<file path="src/rtl/core/tte_pkg.sv">
// ----------------------------------------------------------------------------
// tte_pkg
// Shared types, character codes and helpers of the text terminal char engine.
// ----------------------------------------------------------------------------
package tte_pkg;

    // Screen geometry defaults
    localparam int COLUMNS_DEFAULT = 80;
    localparam int ROWS_DEFAULT    = 25;

    // Register indexes on the configuration port
    localparam int CFG_INDEX_W = 1;
    localparam int CFG_DATA_W  = 4;
    localparam logic [CFG_INDEX_W-1:0] REG_DEFAULT_FG = 1'd0;
    localparam logic [CFG_INDEX_W-1:0] REG_DEFAULT_BG = 1'd1;

    // Reset colors
    localparam logic [3:0] RESET_FG = 4'd7;
    localparam logic [3:0] RESET_BG = 4'd0;

    // Character codes
    localparam logic [7:0] CHAR_BACKSLASH = 8'h5C;
    localparam logic [7:0] CHAR_LBRACKET  = 8'h5B;
    localparam logic [7:0] CHAR_RBRACKET  = 8'h5D;
    localparam logic [7:0] CHAR_UPPER_X   = 8'h58;
    localparam logic [7:0] CHAR_NEWLINE   = 8'h0A;
    localparam logic [7:0] CHAR_RETURN    = 8'h0D;
    localparam logic [7:0] CHAR_BACKSPACE = 8'h08;
    localparam logic [7:0] CHAR_SPACE     = 8'h20;
    localparam logic [7:0] CHAR_ZERO      = 8'h30;
    localparam logic [7:0] CHAR_NINE      = 8'h39;
    localparam logic [7:0] CHAR_UPPER_A   = 8'h41;
    localparam logic [7:0] CHAR_UPPER_F   = 8'h46;

    // Input transaction
    typedef struct packed {
        logic       mode;
        logic [7:0] byte_value;
        logic       last_of_string;
    } in_item_t;

    // Result transaction
    typedef struct packed {
        logic       write_cell;
        logic [6:0] cell_x;
        logic [4:0] cell_y;
        logic [7:0] cell_char;
        logic [3:0] cell_fg;
        logic [3:0] cell_bg;
        logic       scroll_up;
        logic [6:0] cursor_x;
        logic [4:0] cursor_y;
    } out_item_t;

    // Map an upper-case hex digit to a color; anything else is black
    function automatic logic [3:0] color_of_digit(input logic [7:0] c);
        logic [7:0] diff;
        diff = 8'd0;
        if (c >= CHAR_ZERO && c <= CHAR_NINE)
        begin
            diff = c - CHAR_ZERO;
        end
        else if (c >= CHAR_UPPER_A && c <= CHAR_UPPER_F)
        begin
            diff = c - CHAR_UPPER_A + 8'd10;
        end
        return diff[3:0];
    endfunction

endpackage

</file>
<file path="src/rtl/core/tte_stream_if.sv">
// ----------------------------------------------------------------------------
// tte_stream_if
// Valid/ready stream channel carrying one payload per transaction.
// ----------------------------------------------------------------------------
interface tte_stream_if #(
    parameter type payload_t = logic
);
    logic     valid;
    logic     ready;
    payload_t payload;

    modport source (
        output valid,
        output payload,
        input  ready
    );

    modport sink (
        input  valid,
        input  payload,
        output ready
    );
endinterface

</file>
<file path="src/rtl/core/text_terminal_char_engine_core.sv">
// ----------------------------------------------------------------------------
// text_terminal_char_engine_core
// Text-mode terminal character engine: parses string escapes, tracks cursor
// and colors, and emits one result (cell write, scroll, cursor) per byte.
// ----------------------------------------------------------------------------
//
//  Channel    Dir  Handshake          Payload
//  char_in    in   valid/ready        mode, byte_value, last_of_string
//  cell_out   out  valid/ready        write_cell, cell_x/y, cell_char,
//                                     cell_fg/bg, scroll_up, cursor_x/y
//  cfg_*      in   cfg_we (no ready)  cfg_index 0 default_fg, 1 default_bg
//
//  One byte per cycle while char_in.ready is high: the escape/cursor update
//  is a single combinational pass from the state registers into the result
//  register, or into the skid register while the result register stalls.
//  A two-entry output buffer (result register plus skid register) lets the
//  input accept while a result waits; char_in.ready drops only when both hold.
//  rst_n clears cursor, escape state and valid bits and loads reset colors.
//
module text_terminal_char_engine_core #(
    parameter int COLUMNS = tte_pkg::COLUMNS_DEFAULT,
    parameter int ROWS    = tte_pkg::ROWS_DEFAULT
) (
    input  logic                             clk,
    input  logic                             rst_n,
    tte_stream_if.sink                       char_in,
    tte_stream_if.source                     cell_out,
    input  logic                             cfg_we,
    input  logic [tte_pkg::CFG_INDEX_W-1:0]  cfg_index,
    input  logic [tte_pkg::CFG_DATA_W-1:0]   cfg_data
);

    // Cursor widths follow the screen geometry; the cursor row never passes
    // the row above the status row.
    localparam int COL_W = $clog2(COLUMNS);
    localparam int ROW_W = $clog2(ROWS - 1);
    localparam logic [COL_W-1:0] LAST_COL = COL_W'(COLUMNS - 1);
    localparam logic [ROW_W-1:0] LAST_ROW = ROW_W'(ROWS - 2);

    // Escape parser states
    localparam logic [1:0] ESC_NORMAL   = 2'd0;
    localparam logic [1:0] ESC_AFTER_BS = 2'd1;
    localparam logic [1:0] ESC_WAIT_FG  = 2'd2;
    localparam logic [1:0] ESC_WAIT_BG  = 2'd3;

    // Architectural state
    logic [1:0]       esc_reg, esc_next;
    logic [COL_W-1:0] col_reg, col_next;
    logic [ROW_W-1:0] row_reg, row_next;
    logic [3:0]       fg_reg, fg_next;
    logic [3:0]       bg_reg, bg_next;
    logic [3:0]       default_fg_reg;
    logic [3:0]       default_bg_reg;

    // Output buffer
    logic               out_valid_reg;
    tte_pkg::out_item_t out_data_reg;
    logic               skid_valid_reg;
    tte_pkg::out_item_t skid_data_reg;

    logic               in_fire;
    logic               out_fire;
    tte_pkg::out_item_t result;

    // Decode helpers
    logic [7:0] c;
    logic       last;
    logic       do_put;
    logic       put_write;
    logic       put_scroll;

    assign c    = char_in.payload.byte_value;
    assign last = char_in.payload.last_of_string;

    assign char_in.ready  = !skid_valid_reg;
    assign in_fire        = char_in.valid && char_in.ready;
    assign cell_out.valid   = out_valid_reg;
    assign cell_out.payload = out_data_reg;
    assign out_fire       = out_valid_reg && cell_out.ready;

    // ------------------------------------------------------------------------
    // Escape parsing: decide whether the byte is put and update colors.
    // ------------------------------------------------------------------------
    always_comb
    begin
        esc_next = esc_reg;
        fg_next  = fg_reg;
        bg_next  = bg_reg;
        do_put   = 1'b0;
        if (char_in.payload.mode)
        begin
            do_put = 1'b1;
        end
        else
        begin
            case (esc_reg)
                ESC_NORMAL:
                begin
                    if (c == tte_pkg::CHAR_BACKSLASH && !last)
                    begin
                        esc_next = ESC_AFTER_BS;
                    end
                    else
                    begin
                        do_put = 1'b1;
                    end
                end
                ESC_AFTER_BS:
                begin
                    esc_next = ESC_NORMAL;
                    if (c == tte_pkg::CHAR_LBRACKET || c == tte_pkg::CHAR_RBRACKET)
                    begin
                        // A bracket that ends the string prints literally
                        if (last)
                        begin
                            do_put = 1'b1;
                        end
                        else if (c == tte_pkg::CHAR_LBRACKET)
                        begin
                            esc_next = ESC_WAIT_FG;
                        end
                        else
                        begin
                            esc_next = ESC_WAIT_BG;
                        end
                    end
                    else if (c == tte_pkg::CHAR_UPPER_X)
                    begin
                        fg_next = default_fg_reg;
                        bg_next = default_bg_reg;
                    end
                    else
                    begin
                        do_put = 1'b1;
                    end
                end
                ESC_WAIT_FG:
                begin
                    fg_next  = tte_pkg::color_of_digit(c);
                    esc_next = ESC_NORMAL;
                end
                default:
                begin
                    bg_next  = tte_pkg::color_of_digit(c);
                    esc_next = ESC_NORMAL;
                end
            endcase
        end
        // End of string drops any pending escape, in either mode
        if (last)
        begin
            esc_next = ESC_NORMAL;
        end
    end

    // ------------------------------------------------------------------------
    // Cursor motion and cell write for a put byte.
    // ------------------------------------------------------------------------
    always_comb
    begin
        col_next   = col_reg;
        row_next   = row_reg;
        put_write  = 1'b0;
        put_scroll = 1'b0;
        result     = '0;
        if (do_put)
        begin
            case (c)
                tte_pkg::CHAR_NEWLINE:
                begin
                    col_next = '0;
                    if (row_reg < LAST_ROW)
                    begin
                        row_next = row_reg + ROW_W'(1);
                    end
                    else
                    begin
                        row_next   = LAST_ROW;
                        put_scroll = 1'b1;
                    end
                end
                tte_pkg::CHAR_RETURN:
                begin
                    col_next = '0;
                end
                tte_pkg::CHAR_BACKSPACE:
                begin
                    // Home position: nothing to erase
                    if (col_reg == '0 && row_reg == '0)
                    begin
                        put_write = 1'b0;
                    end
                    else
                    begin
                        put_write = 1'b1;
                        if (col_reg == '0)
                        begin
                            col_next = LAST_COL;
                            row_next = row_reg - ROW_W'(1);
                        end
                        else
                        begin
                            col_next = col_reg - COL_W'(1);
                        end
                    end
                    // Erase with a space at the new cursor
                    result.cell_x    = 7'(col_next);
                    result.cell_y    = 5'(row_next);
                    result.cell_char = tte_pkg::CHAR_SPACE;
                end
                default:
                begin
                    put_write        = 1'b1;
                    result.cell_x    = 7'(col_reg);
                    result.cell_y    = 5'(row_reg);
                    result.cell_char = c;
                    if (col_reg < LAST_COL)
                    begin
                        col_next = col_reg + COL_W'(1);
                    end
                    else
                    begin
                        // Wrap acts as a newline
                        col_next = '0;
                        if (row_reg < LAST_ROW)
                        begin
                            row_next = row_reg + ROW_W'(1);
                        end
                        else
                        begin
                            row_next   = LAST_ROW;
                            put_scroll = 1'b1;
                        end
                    end
                end
            endcase
        end
        result.write_cell = put_write;
        result.cell_fg    = fg_reg;
        result.cell_bg    = bg_reg;
        // Cell fields read zero when no cell is written
        if (!put_write)
        begin
            result.cell_x    = '0;
            result.cell_y    = '0;
            result.cell_char = '0;
            result.cell_fg   = '0;
            result.cell_bg   = '0;
        end
        result.scroll_up = put_scroll;
        result.cursor_x  = 7'(col_next);
        result.cursor_y  = 5'(row_next);
    end

    // ------------------------------------------------------------------------
    // State registers: advance only on an accepted transaction.
    // ------------------------------------------------------------------------
    always_ff @(posedge clk or negedge rst_n)
    begin
        if (!rst_n)
        begin
            esc_reg <= ESC_NORMAL;
            col_reg <= '0;
            row_reg <= '0;
            fg_reg  <= tte_pkg::RESET_FG;
            bg_reg  <= tte_pkg::RESET_BG;
        end
        else if (in_fire)
        begin
            esc_reg <= esc_next;
            col_reg <= col_next;
            row_reg <= row_next;
            fg_reg  <= fg_next;
            bg_reg  <= bg_next;
        end
    end

    // Configuration registers
    always_ff @(posedge clk or negedge rst_n)
    begin
        if (!rst_n)
        begin
            default_fg_reg <= tte_pkg::RESET_FG;
            default_bg_reg <= tte_pkg::RESET_BG;
        end
        else if (cfg_we)
        begin
            case (cfg_index)
                tte_pkg::REG_DEFAULT_FG: default_fg_reg <= cfg_data;
                tte_pkg::REG_DEFAULT_BG: default_bg_reg <= cfg_data;
                default: ;
            endcase
        end
    end

    // ------------------------------------------------------------------------
    // Output buffer: result register fed from the skid register first, then
    // from the current transaction; the skid catches a result when stalled.
    // ------------------------------------------------------------------------
    always_ff @(posedge clk or negedge rst_n)
    begin
        if (!rst_n)
        begin
            out_valid_reg  <= 1'b0;
            skid_valid_reg <= 1'b0;
        end
        else if (skid_valid_reg)
        begin
            if (out_fire)
            begin
                skid_valid_reg <= 1'b0;
            end
        end
        else if (in_fire)
        begin
            if (out_valid_reg && !out_fire)
            begin
                skid_valid_reg <= 1'b1;
            end
            else
            begin
                out_valid_reg <= 1'b1;
            end
        end
        else if (out_fire)
        begin
            out_valid_reg <= 1'b0;
        end
    end

    always_ff @(posedge clk)
    begin
        if (skid_valid_reg)
        begin
            if (out_fire)
            begin
                out_data_reg <= skid_data_reg;
            end
        end
        else if (in_fire)
        begin
            if (out_valid_reg && !out_fire)
            begin
                skid_data_reg <= result;
            end
            else
            begin
                out_data_reg <= result;
            end
        end
    end

endmodule

</file>
<file path="src/flat_wrapper.sv">
// flat-port wrapper written by rule: the top's interface ports become plain ports
module text_terminal_char_engine_core_flat import tte_pkg::*;
#(
    parameter int COLUMNS = tte_pkg::COLUMNS_DEFAULT,
    parameter int ROWS    = tte_pkg::ROWS_DEFAULT
)
  (clk, rst_n, cfg_we, cfg_index, cfg_data, char_in_valid, char_in_payload, char_in_ready, cell_out_valid, cell_out_payload, cell_out_ready);
  tte_stream_if #(.payload_t(in_item_t)) char_in_i ();
  tte_stream_if #(.payload_t(out_item_t)) cell_out_i ();
  input  logic clk;
  input  logic rst_n;
  input  logic cfg_we;
  input  logic [tte_pkg::CFG_INDEX_W-1:0] cfg_index;
  input  logic [tte_pkg::CFG_DATA_W-1:0] cfg_data;
  input wire logic [$bits(char_in_i.valid)-1:0] char_in_valid;
  input wire logic [$bits(char_in_i.payload)-1:0] char_in_payload;
  output wire logic [$bits(char_in_i.ready)-1:0] char_in_ready;
  output wire logic [$bits(cell_out_i.valid)-1:0] cell_out_valid;
  output wire logic [$bits(cell_out_i.payload)-1:0] cell_out_payload;
  input wire logic [$bits(cell_out_i.ready)-1:0] cell_out_ready;
  assign char_in_i.valid = char_in_valid;
  assign char_in_i.payload = char_in_payload;
  assign char_in_ready = char_in_i.ready;
  assign cell_out_valid = cell_out_i.valid;
  assign cell_out_payload = cell_out_i.payload;
  assign cell_out_i.ready = cell_out_ready;
  text_terminal_char_engine_core #(.COLUMNS(COLUMNS), .ROWS(ROWS)) u_core (.clk(clk), .rst_n(rst_n), .char_in(char_in_i), .cell_out(cell_out_i), .cfg_we(cfg_we), .cfg_index(cfg_index), .cfg_data(cfg_data));
endmodule
</file>
<file path="config.mk">
export PLATFORM = sky130hd
export DESIGN_NAME = text_terminal_char_engine_core_flat
export DESIGN_NICKNAME = d
export VERILOG_FILES = /design/src/rtl/core/tte_pkg.sv /design/src/rtl/core/tte_stream_if.sv /design/src/rtl/core/text_terminal_char_engine_core.sv /design/src/flat_wrapper.sv
export SDC_FILE = /design/constraint.sdc
export NUM_CORES = 1
export LEC_CHECK = 0
export ABC_AREA = 1
export BUFFER_PORTS_ARGS = -buffer_cell sky130_fd_sc_hd__buf_2
export CORE_MARGIN = 2
export CORE_UTILIZATION = 61
export CTS_BUF_LIST = sky130_fd_sc_hd__clkbuf_2 sky130_fd_sc_hd__clkbuf_4 sky130_fd_sc_hd__clkbuf_8
export DETAILED_ROUTE_END_ITERATION = 12
export HOLD_SLACK_MARGIN = 0.15
export MAX_ROUTING_LAYER = met4
export PLACE_DENSITY = 0.83
export SYNTH_ARGS = -nofsm -noshare
export SYNTH_HDL_FRONTEND = slang
export SYNTH_SLANG_ARGS = --single-unit
export TNS_END_PERCENT = 50
</file>
<file path="constraint.sdc">
create_clock -name clk -period 3.35 [get_ports clk]
set_input_delay 0.67 -clock clk [delete_from_list [all_inputs] [get_ports clk]]
set_output_delay 0.67 -clock clk [all_outputs]
set_load 0.02 [all_outputs]
</file>
* Word level (Yosys, flattened, before mapping) *
Cells that the tools add are included.

cells by class
  add/sub/neg operators = 7
  order comparisons = 6
  eq/ne operators = 16
  multiplexer cells = 52
  bitwise gates (word level) = 4
  reduce and logical (&&, ||, !) cells = 28

operators by type and width
  operator                                                           number
  2-to-1 mux 42 bit                                                  4
  one-hot mux 20 bit (2 select lines)                                1
  == test 8 x 7 -> 1 bit, second input constant                      4
  2-to-1 mux 28 bit                                                  1
  2-to-1 mux 7 bit                                                   4
  2-to-1 mux 5 bit                                                   5
  == test 8 x 4 -> 1 bit, second input constant                      3
  2-to-1 mux 4 bit                                                   6
  2-to-1 mux 20 bit                                                  1
  2-to-1 mux 1 bit                                                   18
  one-hot mux 4 bit (2 select lines)                                 2
  one-hot mux 5 bit (3 select lines)                                 1
  one-hot mux 7 bit (2 select lines)                                 1
  AND reduction 3 bit                                                4
  AND reduction 5 bit                                                2
  greater-or-equal comparator 8 x 6 -> 1 bit, second input constant  1
  greater-or-equal comparator 8 x 7 -> 1 bit, second input constant  1
  <= comparator 8 x 6 -> 1 bit, second input constant                1
  <= comparator 8 x 7 -> 1 bit, second input constant                1
  2-to-1 mux 2 bit                                                   4
  inequality test 2 bit, second input constant                       4
  subtractor 4 x 1 -> 4 bit, second input constant                   2
  adder 7 x 1 -> 7 bit, second input constant                        1
  logical AND 1 bit                                                  7
  other kinds (21)                                                   34

storage, ports and cells
  register bits after elaboration = 116
  output and inout port bits = 44
  word-level logic and storage cells = 140

* Depth between registers and ports, before layout *
  depth after elaboration = 10
  gate-level depth with buffers = 14

* Least setup slack after synthesis *
OpenSTA, ideal clock, no wires.

  kind = input to register
  start = in char_in_valid
  end = reg u_core.skid_data_reg[0] (netlist name), enable pin
  library setup time = 0.443 ns
  data arrival time = 2.742 ns
  setup slack = 0.165 ns
  stages on the path = 3
  path through = nand2_1 -> clkbuf_1 -> nor2_1

between the ends
  longest elaborated chain between the ends = 2

RTL lines
  element                        line                                   source
  from (decl)                    flat_wrapper.sv:15                     input wire logic [$bits(char_in_i.valid)-1:0] char_in_valid;
  logical AND 1 bit              text_terminal_char_engine_core.sv:76   assign in_fire = char_in.valid && char_in.ready;
  AND reduction 3 bit (no line)  -
  to (signal assigned)           text_terminal_char_engine_core.sv:344  skid_data_reg <= result;
  to (decl)                      text_terminal_char_engine_core.sv:59   tte_pkg::out_item_t skid_data_reg;

Every way passes these cells.
A chain may end at the register's enable or synchronous reset.

* Worst setup path in the final report *
  start = reg u_core.col_reg[0]
  end = reg u_core.out_data_reg, in the netlist u_core.cell_out.payload[34] (data pin)

between the ends
  longest elaborated chain between the ends = 9
  elaborated cells on any way between the ends = 14
  those cells by class = 1 x add/sub; 11 x mux; 2 x reduce/logical

RTL lines
  element                             line                                   source
  from (decl)                         text_terminal_char_engine_core.sv:48   logic [COL_W-1:0] col_reg, col_next;
  from (signal assigned)              text_terminal_char_engine_core.sv:271  col_reg <= col_next;
  logical NOT 7 bit                   text_terminal_char_engine_core.sv:189  if (col_reg == '0 && row_reg == '0)
  logical AND 1 bit                   text_terminal_char_engine_core.sv:189
  2-to-1 mux 1 bit                    text_terminal_char_engine_core.sv:189
  one-hot mux 1 bit (2 select lines)  text_terminal_char_engine_core.sv:168  case (c)
  2-to-1 mux 1 bit                    text_terminal_char_engine_core.sv:166  if (do_put)
  via u_core.put_write                text_terminal_char_engine_core.sv:69   logic put_write;
  2-to-1 mux 28 bit                   text_terminal_char_engine_core.sv:242  if (!put_write)
  2-to-1 mux 42 bit                   text_terminal_char_engine_core.sv:342  if (out_valid_reg && !out_fire)
  2-to-1 mux 42 bit                   text_terminal_char_engine_core.sv:340  else if (in_fire)
  2-to-1 mux 42 bit                   text_terminal_char_engine_core.sv:333  if (skid_valid_reg)
  to (signal assigned)                text_terminal_char_engine_core.sv:337  out_data_reg <= skid_data_reg;
  to (signal assigned)                text_terminal_char_engine_core.sv:348  out_data_reg <= result;
  to (decl)                           text_terminal_char_engine_core.sv:57   tte_pkg::out_item_t out_data_reg;

The timed path passes the listed nets, and every way through them passes these cells. The select of a mux whose other input is x is not followed.

==> flow_metrics.env <==
export IMPL_hpwl_um=10220
export IMPL_drv_slew=0
export IMPL_fin_crit_sh_pct=81.56
export IMPL_p_total_mw=6.622
export IMPL_diodes=0
export IMPL_vias=4937
export IMPL_synthDominantCellAreaShare_pct=41.45
export IMPL_r2r_end="u_core.cell_out.payload[34]"
export IMPL_ant_nets=0
export IMPL_row_count=36
export IMPL_hold_class="primary input to async pin"
export IMPL_grt_pass1_vias=4740
export IMPL_hold_ws_ns=0.3269
export IMPL_synth_top_family_by_area="simple AND/OR/NAND/NOR gates"
export IMPL_max_cap_violations=0
export IMPL_slowest_delay_ns=0.47
export IMPL_clock_skew_ns=0.009378
export IMPL_path_max_fanout=11
export IMPL_grt_pass1_wl_um=24390
export IMPL_ys_seq_area_share_pct=54.73
export IMPL_post_cts_buffers=0
export IMPL_rr_startpoint="u_core.col_reg[0]"
export IMPL_drive_gt1_share_pct=18.29
export IMPL_ys_warn_count=0
export IMPL_nNetsFinal=790
export IMPL_clkLatencyLatePin_ns=0.42
export IMPL_gp_congestion=0.9962
export IMPL_cts_buffers=17
export IMPL_cts_sinks=116
export IMPL_synth_xor_area_share_pct=0.7196
export IMPL_vdd_drop_max_v=0.0005282
export IMPL_detail_route_wl_per_cell_um=16.38
export IMPL_wl_um=14810
export IMPL_worst_pin_slew_ns=0.7954
export IMPL_first_pass_iters=5
export IMPL_rsz0062_at_grt="false"
export IMPL_worstPathRequired_ns=3.53
export IMPL_crit_slowest_cell="dfrtp_1"
export IMPL_gr_usage_all_layers_pct=29.68
export IMPL_critical_path_top_delay_family="simple AND/OR/NAND/NOR gates"
export IMPL_slew_headroom_pct=46.97
export IMPL_synth_mux_area_share_pct=0
export IMPL_netlist_area_um2=6086
export IMPL_worst_path_buf_inv=3
export IMPL_cts_resized=0
export IMPL_cp_end_kind="register"
export IMPL_ios=64
export IMPL_port_buffers=63
export IMPL_fp_coreArea_um2=9729
export IMPL_startpoint_type="register"
export IMPL_clkTransAtPathRegs_ns=0.07
export IMPL_htree_levels=4
export IMPL_tns_ns=0
export IMPL_cts_path_max_buffers=2
export IMPL_synth_cells=692
export IMPL_yosys_area_top_type="edfxtp_1"
export IMPL_p_per_area_nw_per_um2=952.2
export IMPL_total_leakage_power_nw=3.204
export IMPL_dieArea_um2=10790
export IMPL_critPathKind="register to register"
export IMPL_die_width_um=103.9
export IMPL_cts_root_buffer="clkbuf_8"
export IMPL_rr_worst_depth=11
export IMPL_synth_compound_area_share_pct=8.635
export IMPL_synth_area_per_cell_um2=8.795
export IMPL_fill_cells=781
export IMPL_path_common_cell="nand2_1"
export IMPL_viasPerCell=5.461
export IMPL_drcViolationCount=0
export IMPL_die_h_um=103.9
export IMPL_area_growth_pct=14.27
export IMPL_period_needed_ns=2.732
export IMPL_timing_fmax_mhz=366.0
export IMPL_finalSetupViolCount=0
export IMPL_antenna_found_initial=0
export IMPL_critPathArrivalTime_ns=2.91
export IMPL_grt_max_degree=58
export IMPL_status="finished, final reports clean"
export IMPL_cts_tree="done"
export IMPL_hold_viol=0
export IMPL_synth_simple_area_share_pct=26.19
export IMPL_drt_iter0_drc=334
export IMPL_overflow=0
export IMPL_hold_buffers=0
export IMPL_reg2reg_setup_slack_ns=0.62
export IMPL_crit_chain="inv_1 > ha_1 > nand2_1 > nor2_8 > nand2_2 > nand2_1 > inv_2 > o21ai_4 > inv_1 > nand3_1 > nand2_1"
export IMPL_ys_seq_elements=116
export IMPL_synthAdderAreaFrac_pct=2.467
export IMPL_synth_distinct_cells=42
export IMPL_start_util_pct=62.55
export IMPL_synth_nets=724
export IMPL_synthTopCellsByArea="edfxtp_1 (41%), nand2_1 (14%), dfrtp_1 (11%)"
==> layer usage <==
layer | wire [µm] | track usage (%)
met5 | 0 | -
met4 | 158 | 9.073
met3 | 868 | 4.574
met2 | 6781 | 43.80
met1 | 6997 | 42.97
==> worst register-to-register path, stage by stage (launching register included) <==
cell and delay (ns):
dfrtp_1 0.47, inv_1 0.27, ha_1 0.21, nand2_1 0.15, nor2_8 0.23, nand2_2 0.14
nand2_1 0.10, inv_2 0.06, o21ai_4 0.47, inv_1 0.20, nand3_1 0.12, nand2_1 0.07
==> worst max-delay path by stage <==
stage	endpoint	startpoint	cells after the start
6_report	u_core.cell_out.payload[34]	u_core.col_reg[0]	11
3_3_place_gp	u_core.cell_out.payload[35]	char_in_payload[1]	11
5_1_grt	u_core.cell_out.payload[35]	u_core.col_reg[0]	12
4_1_cts	u_core.cell_out.payload[35]	u_core.col_reg[0]	12
2_1_floorplan	u_core.skid_data_reg[0]	char_in_valid	3
3_5_place_dp	u_core.cell_out.payload[35]	char_in_payload[1]	13
==> synthesized netlist by cell type (all sizes together) <==
cell / number
or2: 1
o31ai: 2
dfstp: 6
nand2: 232
dfrtp: 26
xnor2: 2
o21ai: 59
clkbuf: 8
inv: 77
a31oi: 1
nand3b: 1
o2111ai: 1
edfxtp: 84
nand4: 11
o211ai: 4
o21a: 1
and2: 5
nand3: 56
a21oi: 16
buf: 16
xor2: 3
nor3: 2
ha: 12
o22ai: 6
clkinv: 2
nor2: 56
a21boi: 2
==> placed cells by master (no fill, tap or decap), types with 2 or more instances in the layout <==
cell type	n
a21boi_0	2
a21oi_1	14
a21oi_2	2
and2_1	5
buf_12	2
buf_2	63
buf_4	6
bufinv_16	4
clkbuf_4	4
clkbuf_8	18
clkinv_1	2
clkinv_2	5
dfrtp_1	26
dfstp_2	6
edfxtp_1	84
ha_1	12
inv_1	71
inv_2	6
nand2_1	228
nand2_2	3
nand3_1	55
nand4_1	11
nor2_1	42
nor2_2	2
nor2_4	11
nor3_1	2
o211ai_1	4
o21ai_0	54
o21ai_2	3
o22ai_1	6
o31ai_1	2
xnor2_1	2
xor2_1	3
==> final cells by class <==
cell class	instances	area (µm²)	share of cell area [%]
Sequential cell	116	3331	47.89
Multi-Input combinational cell	473	2328	33.48
Timing Repair Buffer	71	400.4	5.757
Inverter	79	296.5	4.264
Clock buffer	22	277.8	3.994
Tap cell	133	166.4	2.393
Clock inverter	10	153.9	2.213
==> kinds of logic after synthesis <==
logic type      count (synthesis)
buf+inv                       103
fa+ha+maj                      12
simple gates                  364
flops                         116
xor+xnor                        5
compound gates                 92
==> report_power, final <==
part,total (mW),internal [mW],switching (mW)
registers,2.48,2.25,0.237
clock network,1.41,0.860,0.552
logic,2.73,0.826,1.90
==> metrics by stage <==
stage | util [%] | setup WS (ns) | cell area, µm² | cells
5_1_grt | 71.48 | 0.4513 | 6954 | 904
3_3_place_gp | 67.04 | 0.5289 | 6523 | 872
2_1_floorplan | - | 0.1653 | 6086 | 692
3_5_place_dp | 67.04 | 0.4871 | 6523 | 872
4_1_cts | 71.48 | 0.6148 | 6954 | 904
6_report | 71.48 | 0.6178 | 6954 | 904
Note: power is estimated with default switching activity, not from simulation.
